### src/sv/isort_pkg.sv
// Types and constants of the insertion sorter.
package isort_pkg;

  localparam int CAPACITY_DEF = 16;
  localparam int DATA_W       = 32;

  typedef struct packed {
    logic signed [DATA_W-1:0] value;
    logic                     last_in;
  } in_word_t;

  typedef struct packed {
    logic signed [DATA_W-1:0] sorted_value;
    logic                     last_out;
    logic                     overflow;
  } out_word_t;

  typedef enum logic [2:0] {
    ST_IDLE,
    ST_SHIFT,
    ST_PLACE,
    ST_EMIT_RD,
    ST_EMIT_LD
  } state_t;

endpackage

### src/sv/isort_ram.sv
// Single-port-write, registered-read store for the insertion sorter.
module isort_ram #(
  parameter int DEPTH = 16,
  parameter int AW    = 4
) (
  input  logic                                 clk,
  input  logic                                 we,
  input  logic [AW-1:0]                        waddr,
  input  logic signed [isort_pkg::DATA_W-1:0]  wdata,
  input  logic                                 re,
  input  logic [AW-1:0]                        raddr,
  output logic signed [isort_pkg::DATA_W-1:0]  rdata
);
  import isort_pkg::*;

  logic signed [DATA_W-1:0] mem [DEPTH];

  always_ff @(posedge clk) begin
    if (we) begin
      mem[waddr] <= wdata;
    end
    if (re) begin
      rdata <= mem[raddr];
    end
  end

endmodule

### src/sv/insertion_sorter_core.sv
// Insertion sorter top level: FSM walking a sorted store in one RAM.
//
//   channel | dir | handshake           | word
//   in      | in  | in_valid/in_stall   | value, last_in
//   out     | out | out_valid/out_stall | sorted_value, last_out, overflow
//
// Insert: held words larger than it move up one slot each (at most one RAM
// read and one write per cycle); a dropped non-last word returns to idle.
// Emit: EMIT_RD reads, EMIT_LD loads; one word per cycle unless stalled.
// rst is synchronous; store contents need no clearing.
// Output register lets the next list start while the last word waits.
module insertion_sorter_core #(
  parameter int CAPACITY = isort_pkg::CAPACITY_DEF
) (
  input  logic                  clk,
  input  logic                  rst,
  input  logic                  in_valid,
  output logic                  in_stall,
  input  isort_pkg::in_word_t   in_word,
  output logic                  out_valid,
  input  logic                  out_stall,
  output isort_pkg::out_word_t  out_word
);
  import isort_pkg::*;

  localparam int AW = (CAPACITY > 1) ? $clog2(CAPACITY) : 1;
  localparam int CW = $clog2(CAPACITY + 1);

  state_t state, state_next;
  logic [CW-1:0] fill, fill_next;
  logic          dropped, dropped_next;
  logic [CW-1:0] pos, pos_next;
  logic [CW-1:0] k, k_next;
  logic signed [DATA_W-1:0] val;
  logic          last;

  logic                     ram_we, ram_re;
  logic [AW-1:0]            ram_waddr, ram_raddr;
  logic signed [DATA_W-1:0] ram_wdata, ram_rdata;

  logic in_acc, full, gt, out_free, load, k_final;
  logic [CW-1:0] pos_m1, pos_m2, fill_m1, k_p1;

  assign in_acc   = in_valid && !in_stall;
  assign full     = (fill == CW'(CAPACITY));
  assign gt       = ram_rdata > val;
  assign pos_m1   = pos - CW'(1);
  assign pos_m2   = pos - CW'(2);
  assign fill_m1  = fill - CW'(1);
  assign k_p1     = k + CW'(1);
  assign k_final  = (k_p1 == fill);
  assign out_free = !out_valid || !out_stall;

  isort_ram #(
    .DEPTH(CAPACITY),
    .AW   (AW)
  ) u_ram (
    .clk  (clk),
    .we   (ram_we),
    .waddr(ram_waddr),
    .wdata(ram_wdata),
    .re   (ram_re),
    .raddr(ram_raddr),
    .rdata(ram_rdata)
  );

  always_comb begin
    state_next = state;
    case (state)
      ST_IDLE: begin
        if (in_acc) begin
          if (full) begin
            state_next = in_word.last_in ? ST_EMIT_RD : ST_IDLE;
          end else if (fill == '0) begin
            state_next = ST_PLACE;
          end else begin
            state_next = ST_SHIFT;
          end
        end
      end
      ST_SHIFT: begin
        if (gt) begin
          state_next = (pos_m1 == '0) ? ST_PLACE : ST_SHIFT;
        end else begin
          state_next = last ? ST_EMIT_RD : ST_IDLE;
        end
      end
      ST_PLACE:   state_next = last ? ST_EMIT_RD : ST_IDLE;
      ST_EMIT_RD: state_next = ST_EMIT_LD;
      ST_EMIT_LD: begin
        if (out_free && k_final) begin
          state_next = ST_IDLE;
        end
      end
      default:    state_next = ST_IDLE;
    endcase
  end

  always_comb begin
    in_stall     = (state != ST_IDLE);
    ram_we       = 1'b0;
    ram_waddr    = pos[AW-1:0];
    ram_wdata    = val;
    ram_re       = 1'b0;
    ram_raddr    = fill_m1[AW-1:0];
    load         = 1'b0;
    fill_next    = fill;
    dropped_next = dropped;
    pos_next     = pos;
    k_next       = k;
    case (state)
      ST_IDLE: begin
        k_next = '0;
        if (in_acc) begin
          pos_next = fill;
          if (full) begin
            dropped_next = 1'b1;
          end else if (fill != '0) begin
            ram_re = 1'b1;
          end
        end
      end
      ST_SHIFT: begin
        ram_we = 1'b1;
        if (gt) begin
          ram_wdata = ram_rdata;
          pos_next  = pos_m1;
          ram_re    = (pos_m1 != '0);
          ram_raddr = pos_m2[AW-1:0];
        end else begin
          fill_next = fill + CW'(1);
        end
      end
      ST_PLACE: begin
        ram_we    = 1'b1;
        fill_next = fill + CW'(1);
      end
      ST_EMIT_RD: begin
        ram_re    = 1'b1;
        ram_raddr = k[AW-1:0];
      end
      ST_EMIT_LD: begin
        if (out_free) begin
          load = 1'b1;
          if (k_final) begin
            fill_next    = '0;
            dropped_next = 1'b0;
          end else begin
            k_next    = k_p1;
            ram_re    = 1'b1;
            ram_raddr = k_p1[AW-1:0];
          end
        end
      end
      default: ;
    endcase
  end

  always_ff @(posedge clk) begin
    if (rst) begin
      state     <= ST_IDLE;
      fill      <= '0;
      dropped   <= 1'b0;
      out_valid <= 1'b0;
    end else begin
      state   <= state_next;
      fill    <= fill_next;
      dropped <= dropped_next;
      if (load) begin
        out_valid <= 1'b1;
      end else if (!out_stall) begin
        out_valid <= 1'b0;
      end
    end
  end

  always_ff @(posedge clk) begin
    pos <= pos_next;
    k   <= k_next;
    if (in_acc) begin
      val  <= in_word.value;
      last <= in_word.last_in;
    end
    if (load) begin
      out_word.sorted_value <= ram_rdata;
      out_word.last_out     <= k_final;
      out_word.overflow     <= dropped;
    end
  end

endmodule

### config.mk
export PLATFORM = sky130hd
export DESIGN_NAME = insertion_sorter_core
export DESIGN_NICKNAME = d
export VERILOG_FILES = /design/src/sv/isort_pkg.sv /design/src/sv/isort_ram.sv /design/src/sv/insertion_sorter_core.sv
export SDC_FILE = /design/constraint.sdc
export NUM_CORES = 1
export LEC_CHECK = 0
export BUFFER_PORTS_ARGS = -buffer_cell sky130_fd_sc_hd__buf_2
export CAP_MARGIN = 20
export CORE_MARGIN = 8
export CORE_UTILIZATION = 45
export CTS_CLUSTER_DIAMETER = 80
export DETAILED_ROUTE_END_ITERATION = 6
export PLACE_DENSITY = 0.65
export SYNTH_ARGS = -nofsm -noshare
export SYNTH_HDL_FRONTEND = slang
export SYNTH_SLANG_ARGS = --single-unit
### constraint.sdc
create_clock -name clk -period 10 [get_ports clk]
set_clock_uncertainty 0.05 [all_clocks]
set_input_delay 0.5 -clock clk [delete_from_list [all_inputs] [get_ports clk]]
set_output_delay 0.5 -clock clk [all_outputs]
set_load 0.1 [all_outputs]
======== After elaboration in Yosys (flattened, before gate mapping) ========
Memory sizes are Yosys's and may differ from the RTL's. A register that Yosys moved wholly into a read port is not among the register bits.
Index checks and enable logic that the tools add are counted.
storage, ports and cells
  register bits ........................... 87
  bits in writable memories ............... 512
  output and inout bits ................... 36
  word-level logic and storage cells ...... 98
  memories kept ........................... 1
memory list
  memory     words  width  rd ports  clocked after Yosys merged registers in  write ports  RTL line         RTL
  u_ram.mem  16     32     1         1                                        1            isort_ram.sv:16  logic signed [DATA_W-1:0] mem [DEPTH];
cells by class
  $add $sub $neg .......................... 5
  $lt $le $gt $ge ......................... 1
  equality and inequality tests ........... 15
  mux-type cells .......................... 44
  reduce and logical (&&, ||, !) cells .... 21
operator list
  kind                                                                number
  32-bit 2-to-1 mux                                                   2
  5-bit 2-to-1 mux                                                    7
  32-bit greater-than comparator                                      1
  5-bit case mux with 2 select lines                                  2
  1-bit 2-to-1 mux                                                    17
  2-bit inequality test, second input constant                        8
  3-bit case mux with 5 select lines                                  1
  5-bit case mux with 3 select lines                                  1
  2-bit 2-to-1 mux                                                    6
  4-bit 2-to-1 mux                                                    3
  4-bit case mux with 3 select lines                                  1
  5-bit by 1-bit adder with 5-bit output, second input constant       2
  5-bit logical NOT                                                   2
  5-bit nonzero test                                                  2
  3-bit by 2-bit == test with 1-bit output, second input constant     2
  3-bit 2-to-1 mux                                                    2
  3-bit AND reduction                                                 2
  3-bit nonzero test                                                  2
  5-bit == test                                                       1
  5-bit == test, second input constant                                1
  5-bit AND reduction                                                 1
  5-bit by 1-bit subtractor with 5-bit output, second input constant  1
  1-bit case mux with 4 select lines                                  1
  4-bit AND reduction                                                 1
  other kinds (13)                                                    17

======== Longest topological paths before layout ========
Gate-level depths: netlist of run 1.
  depth in word-level cells ............... 5
  gate-level depth with buffers ........... 15
  gate-level depth less buffers ........... 12

======== Cells and area by module ========
From an unflattened synthesis of run 1, not the netlist that was laid out.
second synthesis, totals
  cell total of the unflattened synthesis .. 1,290
  area, all modules ....................... 25,012.7 um2
modules (own cells, without submodules)
  module                 instances  cells each  area an instance (um2)  sequential area each (um2)
  isort_ram              1          838         20,155.6                16,335.7
  insertion_sorter_core  1          452         4,857.2                 2,512.4

======== Worst setup path after synthesis of run 1 ========
OpenSTA, ideal clock, no wires.
  path kind ............................... reg2reg
  from .................................... register state[1]
  to ...................................... memory u_ram.mem[3][0] (enable)
  arrival time ............................ 3,323 ps
  data required time ...................... 9,489 ps
  setup slack ............................. 6,166 ps
  cell stages (with the launch flop) ...... 6
  buffers on the path ..................... 1
  path through ............................ dfxtp_1 -> clkbuf_1 -> nand2b_1 -> a21oi_1 -> nand2_1 -> nor3_1
between the ends
  word-level cells in the longest chain between the ends .. 5
  elaborated cells on any way between the ends .. 6
ends and longest elaborated chain
  element                                                                                               RTL line                      RTL
  start: declaration                                                                                    insertion_sorter_core.sv:29   state_t state, state_next;
  start signal: assignment                                                                              insertion_sorter_core.sv:166  state <= state_next;
  3-bit by 1-bit == test with 1-bit output or 3-bit by 2-bit == test with 1-bit output (tied branches)  insertion_sorter_core.sv:111  case (state)
  2-bit OR reduction (no source line) (*)                                                               -
  1-bit 2-to-1 mux (*)                                                                                  insertion_sorter_core.sv:111
  1-bit 2-to-1 mux (*)                                                                                  isort_ram.sv:19               if (we) begin
  1-bit 2-to-1 mux (implied by the code) (*)                                                            isort_ram.sv:20               mem[waddr] <= wdata;
  end: declaration                                                                                      isort_ram.sv:16
Mark *: on every way between the ends. The rest lies on a longest branch, timed or not.

======== Worst setup path after layout of run 1 ========
  from .................................... register u_ram.rdata[19] (netlist bit), read port of u_ram.mem
  to ...................................... register u_ram.rdata[13] (netlist bit), read port of u_ram.mem (data pin)
between the ends
  word-level cells in the longest chain between the ends .. 3
  elaborated cells on any way between the ends .. 5
ends and longest elaborated chain
  element                                                                                   RTL line                      RTL
  start: declaration                                                                        isort_ram.sv:12               output logic signed [isort_pkg::DATA_W-1:0] rdata
  32-bit greater-than comparator (*)                                                        insertion_sorter_core.sv:46   assign gt = ram_rdata > val;
  1-bit 2-to-1 mux or 4-bit 2-to-1 mux (tied branches)                                      insertion_sorter_core.sv:125  if (gt) begin
  1-bit case mux with 4 select lines or 4-bit case mux with 3 select lines (tied branches)  insertion_sorter_core.sv:111
Marked as above.
A chain may end at the register's enable or synchronous reset.

==> impl_metrics.json, run 1 <==
{
  "clk_latency_ns": 0.64,
  "ys_warn_count": 0,
  "drv_slew": 0,
  "timing.final.crit_share": 0.622,
  "r2r_start": "u_ram.rdata[19]",
  "grt.overflow.total": 0,
  "fillCellCount": 4782,
  "syn_nets": 1845,
  "startpoint_type": "flip-flop",
  "syn_to_final_growth_pct": 13.1,
  "holdCritPathClass": "input pin to flip-flop",
  "rr_endpoint": "u_ram.rdata[13]",
  "required_ns": 10.44,
  "worst_slew_pin_slew_ns": 1.15,
  "route.detailed.drc": 0,
  "io_buffers": 72,
  "critical_path.max_fanout": 83,
  "netlist_area_um2": 26000,
  "period_needed_ns": 6.22,
  "postLayoutCellArea_um2": 29500,
  "routed_wl_um": 65900,
  "p_per_area_nw_per_um2": 306,
  "ys.flop_type": "edfxtp_1",
  "ys_async_sr_fraction": 0,
  "dp.cells": 2511,
  "dpl_cell_area_um2": 27300,
  "avgSynthCellArea_um2": 14.8,
  "detail-route-antenna-nets": 0,
  "numCtsBuffers": 61,
  "gp_congestion": 0.787,
  "critPathTopFamily": "compound AO/OA/AOI/OAI gates",
  "cp.arrival_ns": 6.66,
  "reg2reg_depth": 13,
  "die_area_um2": 65800,
  "grt_usage": 0.195,
  "cts_tree": "yes",
  "hold_viol_final": 0,
  "post-route-util": 0.513,
  "slowest_stage": "o21ai_0",
  "stdcell_count": 2651,
  "setup_viol": 0,
  "ys_ff_latch": 631,
  "rsz0062_at_grt": "false",
  "hold_ws_ns": 0.0229,
  "io_pins": 73,
  "dr_total_vias": 15700,
  "synth_edf_count": 621,
  "post-dp-hpwl_um": 33000,
  "htree_levels": 2,
  "row_count": 88,
  "layout_common_cells": "edfxtp_1 (621), nand2_1 (298), a311oi_1 (130)",
  "cts-root-buf": "clkbuf_16",
  "path_buf_inv": 2,
  "critPathKind": "flip-flop to flip-flop",
  "fin_setup_tns_ns": 0,
  "core_area_um2": 57500,
  "nets": 1919,
  "drive_gt1_frac": 0.146,
  "antenna_found_initial": 2,
  "drtIter0Drc": 1586,
  "clock_sinks": 631,
  "die_h_um": 257,
  "drtPass1Iterations": 5,
  "vias_per_cell": 5.92,
  "regToRegSetupSlack_ns": 3.78,
  "fmax_ghz": 0.161,
  "hold-path-cell-count": 1,
  "die_x_um": 257,
  "wire_per_inst_um": 24.9,
  "status": "completed",
  "grt_pass1_vias": 15700,
  "cap_violations": 0,
  "seq_area_frac_synth": 0.724,
  "crit_path_cell_trace": "ha_1 > nand2_1 > o21ai_0 > a22o_1 > o21ai_0 > a311oi_1 > a2bb2oi_4 > buf_4 > or2_4 > buf_4 > a211oi_1 > a311oi_1 > or4_1",
  "grt_pass1_wl_um": 98300,
  "initial_core_util": 0.453,
  "cts_buffer_depth": 3,
  "grt_start_max_net_pins": 168,
  "final_common_cell": "edfxtp_1",
  "leakagePower_nw": 9.51,
  "path_clk_slew_ns": 0.06,
  "vdd.ir_drop.worst_mv": 0.221,
  "min-delay-start": "in_word[14]",
  "cp-end-kind": "flip-flop",
  "antenna_cells": 0,
  "relSlewSlack": 0.225,
  "synth_cells": 1764,
  "worst_path_largest_cell_delay_ns": 0.98,
  "holdPathEnd": "val[13]",
  "synth_cell_types": 57
}
synthesized netlist by cell type, types with 32 or more instances:
master | number | area (um2)
a211oi_1 | 118 | 886
a311oi_1 | 130 | 1140
buf_2 | 38 | 190
clkbuf_1 | 66 | 248
edfxtp_1 | 621 | 18600
ha_1 | 44 | 551
inv_1 | 43 | 161
mux2_2 | 33 | 372
nand2_1 | 298 | 1120
nor2_1 | 32 | 120
nor3b_1 | 129 | 968
or4_1 | 32 | 240
sequential cells by signal, summed over array words and instances (netlist names):
name and cells:
u_ram.rdata 32, last 1, pos 5, dropped 1, state 3, out_valid 1, val 32, u_ram.mem 512
fill 5, out_word 34, k 5
power breakdown:
group	switching (mW)	leakage (nW)	internal [mW]
combinational	2.22	2.87	0.909
sequential	0.165	5.71	3.53
clock	0.984	0.929	1.19
total	3.37	9.51	5.64
worst max-delay path by stage:
stage,from,to,cells past startpoint
after detailed placement,u_ram.rdata[19],u_ram.rdata[22],13
after global placement,u_ram.rdata[14],u_ram.rdata[24],13
after global routing,u_ram.rdata[19],u_ram.rdata[7],13
after floorplan,state[1],u_ram.mem[3][0],5
after CTS,u_ram.rdata[19],u_ram.rdata[22],13
final,u_ram.rdata[19],u_ram.rdata[13],13
kinds of logic (layout without fill, tap and decap cells):
| kind of cell | count (synthesis) | after routing | share of synthesized area |
|---|---|---|---|
| mux | 34 | 34 | 0.0147 |
| compound gates | 325 | 325 | 0.0994 |
| simple gates | 543 | 543 | 0.106 |
| xor+xnor | 20 | 20 | 0.00672 |
| flops | 631 | 631 | 0.724 |
| fa+ha+maj | 44 | 44 | 0.0211 |
| buf+inv | 167 | 289 | 0.0281 |
per-stage QoR:
stage | worst slack, ns | total power [mW]
floorplan | 6.17 | 5.84
global placement | 3.17 | 6.77
detailed placement | 3.71 | 6.84
CTS | 3.70 | 9.03
global route | 3.55 | 9.45
finish | 3.78 | 9.01
routing by layer:
metal | vias to the layer above | GRT usage | routed length [um]
met5 | - | 0 | 24
met3 | 129 | 0.0327 | 4690
met4 | 4 | 0.0710 | 2090
met2 | 580 | 0.317 | 31200
li1 | 7047 | - | -
met1 | 7941 | 0.262 | 27900
worst register-to-register path, stage by stage, from the launching register on:
cell       delay (ns)
edfxtp_1         0.43
ha_1             0.32
nand2_1          0.23
o21ai_0          0.98
a22o_1           0.27
o21ai_0          0.16
a311oi_1         0.48
a2bb2oi_4        0.16
buf_4            0.59
or2_4            0.85
buf_4            0.87
a211oi_1         0.20
a311oi_1         0.32
or4_1            0.17
timing repair:
item                                    4_1_cts  5_1_grt
resized for setup                             0        0
buffers inserted                              0        0
endpoints found under the hold margin        28        0
endpoints found under the setup margin        0        0
hold buffers                                 28        0
final cells by class:
cell class,instances,area [um2],area share
clock buffer,68,1550,0.0527
clock inverter,43,324,0.0110
inverter,43,161,0.00548
multi-input combinational,966,6670,0.226
sequential,631,18800,0.640
tap,765,957,0.0325
timing repair buffer,135,946,0.0321
No activity file was read; power rests on OpenSTA's default activity.
==> run 2, diff against run 1 <==
--- a/config.mk
+++ b/config.mk
@@ -5,6 +5,7 @@
 export SDC_FILE = /design/constraint.sdc
 export NUM_CORES = 1
 export LEC_CHECK = 0
+export ABC_AREA = 1
 export BUFFER_PORTS_ARGS = -buffer_cell sky130_fd_sc_hd__buf_2
 export CAP_MARGIN = 20
 export CORE_MARGIN = 8
==> constraint.sdc (replaced) <==
create_clock -name clk -period 6.1 [get_ports clk]
set_clock_uncertainty 0.05 [all_clocks]
set_input_delay 0.305 -clock clk [delete_from_list [all_inputs] [get_ports clk]]
set_output_delay 0.305 -clock clk [all_outputs]
set_load 0.1 [all_outputs]
==> run 2 against run 1 <==
Against the previous run:
- global-route usage is 0.86 points higher
- register-to-register slack worse by 2.7 ns
- first-iteration DRC count is 16% higher
- combinational power grew to 2.5 times the previous value
- highest routed layer is now met4
- utilization hardly changed
- clock-buffer cell count is 2 higher
- critical path depth is 2 higher
- via count is 22% higher
- non-clock buffer count is 35 higher
==> impl_metrics.json, run 2 <==
{
  "status": "completed",
  "seqPwrFrac": 0.349,
  "yosys-top-cells-count": "edfxtp_1 (621), nand2_1 (598), nand3_1 (598)",
  "cap_violations": 0,
  "fin_setup_tns_ns": 0,
  "p_int_mw": 10.2,
  "avgSynthCellArea_um2": 10.8,
  "drt-met1-wl_um": 28300,
  "antenna_cells": 0,
  "maxUsedRoutingLayer": "met4",
  "syn_nets": 2661,
  "grt_start_max_net_pins": 222,
  "fillCellCount": 5320,
  "wire_per_inst_um": 20.6,
  "clock_sinks": 631,
  "gp_congestion": 0.841,
  "drive_gt1_frac": 0.0947,
  "cts_resized": 0,
  "synth_cell_types": 35,
  "numCtsBuffers": 60,
  "reg2reg_depth": 15,
  "netlist_area_um2": 27800,
  "stdcell_count": 3514,
  "clk_latency_ns": 0.63,
  "dp.cells": 3366,
  "power.switching_mw": 7.50,
  "worst_path_largest_cell_delay_ns": 0.87,
  "pwr-share-clk": 0.207,
  "cts_tree": "yes",
  "combPwrFrac": 0.444,
  "hold-path-cell-count": 3,
  "regMostFlops": "u_ram.mem",
  "cts-root-buf": "clkbuf_16",
  "syn_to_final_growth_pct": 13.3,
  "dr_total_vias": 19100,
  "setup_viol": 0,
  "antenna_found_initial": 0,
  "ys.flop_type": "edfxtp_1",
  "ys_async_sr_fraction": 0,
  "required_ns": 6.42,
  "rsz0062_at_grt": "false",
  "htree_levels": 2,
  "reg_top3": "u_ram.mem x512, out_word x34",
  "drtIter0Drc": 1836,
  "critPathKind": "flip-flop to flip-flop",
  "final_common_cell": "edfxtp_1",
  "synth_cells": 2580,
  "vdd.ir_drop.worst_mv": 0.618,
  "yosysMostFrequentCell": "edfxtp_1",
  "io_buffers": 72,
  "largest_reg_flops": 512,
  "met2_length_um": 36700,
  "timing.final.crit_share": 0.826,
  "grt_usage": 0.203,
  "io_pins": 73,
  "p_sw_frac": 0.425,
  "initial_core_util": 0.453,
  "drtPass1Iterations": 5,
  "hold_viol_final": 0,
  "post-dp-hpwl_um": 38300,
  "grt.overflow.total": 0,
  "die_x_um": 265,
  "die_area_um2": 70100,
  "startpoint_type": "flip-flop",
  "grt_pass1_vias": 18800,
  "route.detailed.drc": 0,
  "leakagePower_nw": 12.8,
  "worst_slew_pin_slew_ns": 1.18,
  "period_needed_ns": 5.04,
  "critPathTopFamily": "simple AND/OR/NAND/NOR gates",
  "routed_wl_um": 72400,
  "critical_path.max_fanout": 75,
  "layout_common_cells": "edfxtp_1 (621), nand3_1 (597), nand2_1 (594)",
  "power_mw": 17.7,
  "p_per_area_nw_per_um2": 560,
  "path_buf_inv": 1,
  "drv_slew": 0,
  "fmax_ghz": 0.199,
  "synthTopCellsByArea": "edfxtp_1 (67%), nand3_1 (11%), nand2_1 (8.1%)",
  "detail-route-antenna-nets": 0,
  "yosys.area.top_type": "edfxtp_1",
  "slowest_stage": "nand2_4",
  "die_h_um": 265,
  "vias_per_cell": 5.44,
  "ys_warn_count": 0,
  "core_area_um2": 61500,
  "path_depth": 15,
  "wl_met3_um": 5000,
  "cts_buffer_depth": 3,
  "row_count": 91,
  "nets": 2755,
  "synth_edf_count": 621,
  "crit_path_cell_trace": "ha_1 > nand2_1 > nor2_1 > nand2_1 > nor4_2 > nand4_1 > nand3_1 > nand3_4 > nand2_4 > buf_4 > nand2_1 > nand3_1 > nand3_1 > nand3_1 > nand2_1",
  "relSlewSlack": 0.211,
  "grt_pass1_wl_um": 111000,
  "cp-end-kind": "flip-flop",
  "path_clk_slew_ns": 0.06,
  "synth_top_area_frac": 0.670,
  "ys_ff_latch": 631,
  "cp.arrival_ns": 5.36,
  "holdCritPathClass": "input pin to flip-flop",
  "seq_area_frac_synth": 0.677
}
[run 2: cell count changes after synthesis, sizes merged, moves of 26 or more]
cell,previous run,this run
mux2,33,0
nor2,32,61
inv,43,370
nand2,300,599
nand3b,1,32
nor3b,129,1
clkbuf,66,40
nand3,8,600
or4,32,0
o21ai,18,45
a311oi,131,0
buf,58,98
a211oi,128,3
[run 2: final timing paths]
path,startpoint,to,slack (ns)
hold reg to reg,dropped,out_word[0],0.39
setup reg to reg,u_ram.rdata[31],u_ram.rdata[6],1.06
setup / recovery,u_ram.rdata[31],u_ram.rdata[6],1.06
hold / removal,out_stall,out_valid,0.10
[run 2: cell type report]
cell class	instances	area (um2)	share of cell area
timing repair buffer	170	1260	0.0400
clock inverter	42	385	0.0122
inverter	370	1390	0.0441
tap	790	988	0.0313
clock buffer	70	1540	0.0488
multi-input combinational	1441	7120	0.226
sequential	631	18800	0.598
[run 2: cell families after synthesis]
| group | synth area share |
|---|---|
| buf+inv | 0.0742 |
| flops | 0.677 |
| compound gates | 0.0169 |
| fa+ha+maj | 0.0198 |
| xor+xnor | 0.00346 |
| simple gates | 0.209 |
[run 2: worst reg2reg max path, delay by kind of cell, from the launching register on]
kind	cells	cell delay, ns
and+or+nand+nor	13	3.24
buffers and inverters	1	0.58
adders and majority gates	1	0.47
DFF	1	0.43
[run 2: per-layer routing]
| layer | global-route usage | vias up |
|---|---|---|
| met5 | 0 | - |
| met4 | 0.0727 | 0 |
| met3 | 0.0283 | 137 |
| met2 | 0.358 | 750 |
| met1 | 0.255 | 9292 |
| li1 | - | 8924 |
[run 2: stage by stage]
| stage | worst slack [ns] | hold slack [ns] | utilization | area, um2 |
|---|---|---|---|---|
| after floorplan | 2.07 | 0.324 | - | 27800 |
| final | 1.06 | 0.101 | 0.513 | 31500 |
| after global routing | 0.746 | 0.0918 | 0.513 | 31500 |
| after CTS | 1.04 | 0.0616 | 0.513 | 31500 |
| after global placement | 1.34 | 0.378 | 0.476 | 29200 |
| after detailed placement | 1.05 | 0.381 | 0.476 | 29300 |
[run 2: timing repair]
| action | 4_1_cts | 5_1_grt |
|---|---|---|
| endpoints found under the hold margin | 38 | 0 |
| setup buffers | 0 | 0 |
| hold buffers | 34 | 0 |
[run 2: power groups by stage]
stage	combinational (mW)	sequential, mW	clock [mW]
floorplan	5.35	6.25	0
global route	8.64	6.20	3.87
CTS	7.79	6.17	3.72
finish	7.83	6.17	3.66
detailed placement	7.74	6.26	0
global placement	7.60	6.24	0
==> run 3, diff against run 2 <==
==> constraint.sdc (replaced) <==
create_clock -name clk -period 5.24 [get_ports clk]
set_clock_uncertainty 0.05 [all_clocks]
set_input_delay 0.262 -clock clk [delete_from_list [all_inputs] [get_ports clk]]
set_output_delay 0.262 -clock clk [all_outputs]
set_load 0.1 [all_outputs]
==> run 3 against run 2 <==
Against the previous run:
- first-iteration DRC count is 1.4% lower
- routed wire length is 1.8% lower
- non-clock buffer count is 4 higher
- global-route usage is 0.31 points lower
- combinational power is 17% higher
- register-to-register slack worse by 0.59 ns
- largest power group unchanged
==> impl_metrics.json, run 3 (synthesis gave the netlist of run 2 again) <==
{
  "setup_viol": 0,
  "cts_setup_buffers": 0,
  "core_area_um2": 61500,
  "syn_to_final_growth_pct": 13.5,
  "io_pins": 73,
  "cts_tree": "yes",
  "drtIter0Drc": 1811,
  "die_h_um": 265,
  "cts-root-buf": "clkbuf_16",
  "route.detailed.drc": 0,
  "reg_top3": "u_ram.mem x512, out_word x34",
  "layout_common_cells": "edfxtp_1 (621), nand3_1 (597), nand2_1 (594)",
  "die_area_um2": 70100,
  "drive_gt1_frac": 0.0964,
  "fmax_ghz": 0.210,
  "crit_top_cell": "nand2_1",
  "grt_start_max_net_pins": 184,
  "worst_path_largest_cell_delay_ns": 0.58,
  "cts_buffer_depth": 3,
  "cts_hold_buffers": 34,
  "nets": 2759,
  "dr_total_vias": 18900,
  "critPathKind": "flip-flop to flip-flop",
  "leakagePower_nw": 12.8,
  "clock_sinks": 631,
  "cp.arrival_ns": 5.10,
  "grt.overflow.total": 0,
  "regMostFlops": "u_ram.mem",
  "htree_levels": 2,
  "die_x_um": 265,
  "dp.cells": 3372,
  "antenna_found_initial": 0,
  "slowest_stage": "nor4_2",
  "grt_usage": 0.200,
  "cap_violations": 0,
  "row_count": 91,
  "drv_slew": 0,
  "path_clk_slew_ns": 0.06,
  "startpoint_type": "flip-flop",
  "rsz0062_at_grt": "false",
  "hold-path-cell-count": 3,
  "vdd.ir_drop.worst_mv": 0.782,
  "wire_per_inst_um": 20.2,
  "final_common_cell": "edfxtp_1",
  "dp_slack_ns": 0.475,
  "crit_path_cell_trace": "ha_1 > nand2_1 > nor2_1 > nand2_1 > nor4_2 > nand2_1 > nand2_1 > nand2_1 > nand2_1 > nand3_2 > inv_2 > nand2_1 > a31oi_4 > inv_2 > nand3_1 > nand2_1",
  "holdCritPathClass": "input pin to flip-flop",
  "largest_reg_flops": 512,
  "routed_wl_um": 71100,
  "relSlewSlack": 0.250,
  "numCtsBuffers": 60,
  "status": "completed",
  "required_ns": 5.57,
  "vias_per_cell": 5.36,
  "detail-route-antenna-nets": 0,
  "io_buffers": 72,
  "fillCellCount": 5269,
  "stdcell_count": 3517,
  "hold_viol_final": 0,
  "clk_latency_ns": 0.64,
  "grt_pass1_vias": 18700,
  "cp-end-kind": "flip-flop",
  "drtPass1Iterations": 5,
  "worst_slack_ns": 0.471,
  "fin_setup_tns_ns": 0,
  "post-dp-hpwl_um": 39100,
  "grt_pass1_wl_um": 109000,
  "antenna_cells": 0,
  "worst_slew_pin_slew_ns": 1.12,
  "reg2reg_depth": 16,
  "timing.final.crit_share": 0.910,
  "period_needed_ns": 4.77,
  "critical_path.max_fanout": 32,
  "cts_resized": 0,
  "gp_congestion": 0.861,
  "p_per_area_nw_per_um2": 653,
  "initial_core_util": 0.453
}
-- run 3: changes by cell type in the layout (fill, tap and decap cells not counted), moves of 2 or more --
cell	delta
clkbuf_16	+2
clkinv_2	+2
o21ai_1	-3
clkinv_8	-2
buf_12	+4
o21ai_0	+3
-- run 3: layout make-up --
| type | instances | area [um2] | area share |
|---|---|---|---|
| Sequential cell | 631 | 18800 | 0.596 |
| Multi-Input combinational cell | 1441 | 7120 | 0.225 |
| Clock buffer | 71 | 1590 | 0.0502 |
| Inverter | 370 | 1390 | 0.0440 |
| Timing Repair Buffer | 174 | 1340 | 0.0423 |
| Tap cell | 790 | 988 | 0.0313 |
| Clock inverter | 40 | 329 | 0.0104 |
-- run 3: critical path, delay by kind of cell (launching register included) --
| kind | cells | cell delay (ns) |
|---|---|---|
| buffers and inverters | 2 | 0.70 |
| AO/OA/AOI/OAI | 1 | 0.56 |
| flip-flops | 1 | 0.41 |
| adder cells (fa/ha/maj) | 1 | 0.52 |
| AND/OR/NAND/NOR | 12 | 2.24 |
-- run 3: layer usage --
layer	vias up	global-route usage	part of all wire
met3	122	0.0218	0.056
met5	-	0	0
met1	9183	0.250	0.40
met2	631	0.358	0.51
li1	8925	-	-
met4	0	0.0714	0.029
-- run 3: metrics by stage --
| stage | hold WS (ns) | utilization | instance area (um2) | power (mW) |
|---|---|---|---|---|
| 3_3_place_gp | 0.376 | 0.477 | 29300 | 16.3 |
| 3_5_place_dp | 0.374 | 0.477 | 29300 | 16.4 |
| 4_1_cts | 0.0237 | 0.514 | 31600 | 20.7 |
| 2_1_floorplan | 0.281 | - | 27800 | 13.5 |
| 6_report | 0.0502 | 0.514 | 31600 | 20.6 |
| 5_1_grt | 0.0951 | 0.514 | 31600 | 21.9 |
-- run 3: worst paths after layout --
kind | from | to | slack (ns)
max | u_ram.rdata[31] | u_ram.rdata[20] | 0.47
max reg2reg | u_ram.rdata[31] | u_ram.rdata[20] | 0.47
min | out_stall | out_valid | 0.05
min reg2reg | dropped | out_word[0] | 0.39
-- run 3: power by group --
group	internal, mW	switching, mW	total, mW
Combinational	2.60	6.59	9.19
Clock	2.39	1.86	4.26
Sequential	6.88	0.299	7.18
Total	11.9	8.75	20.6
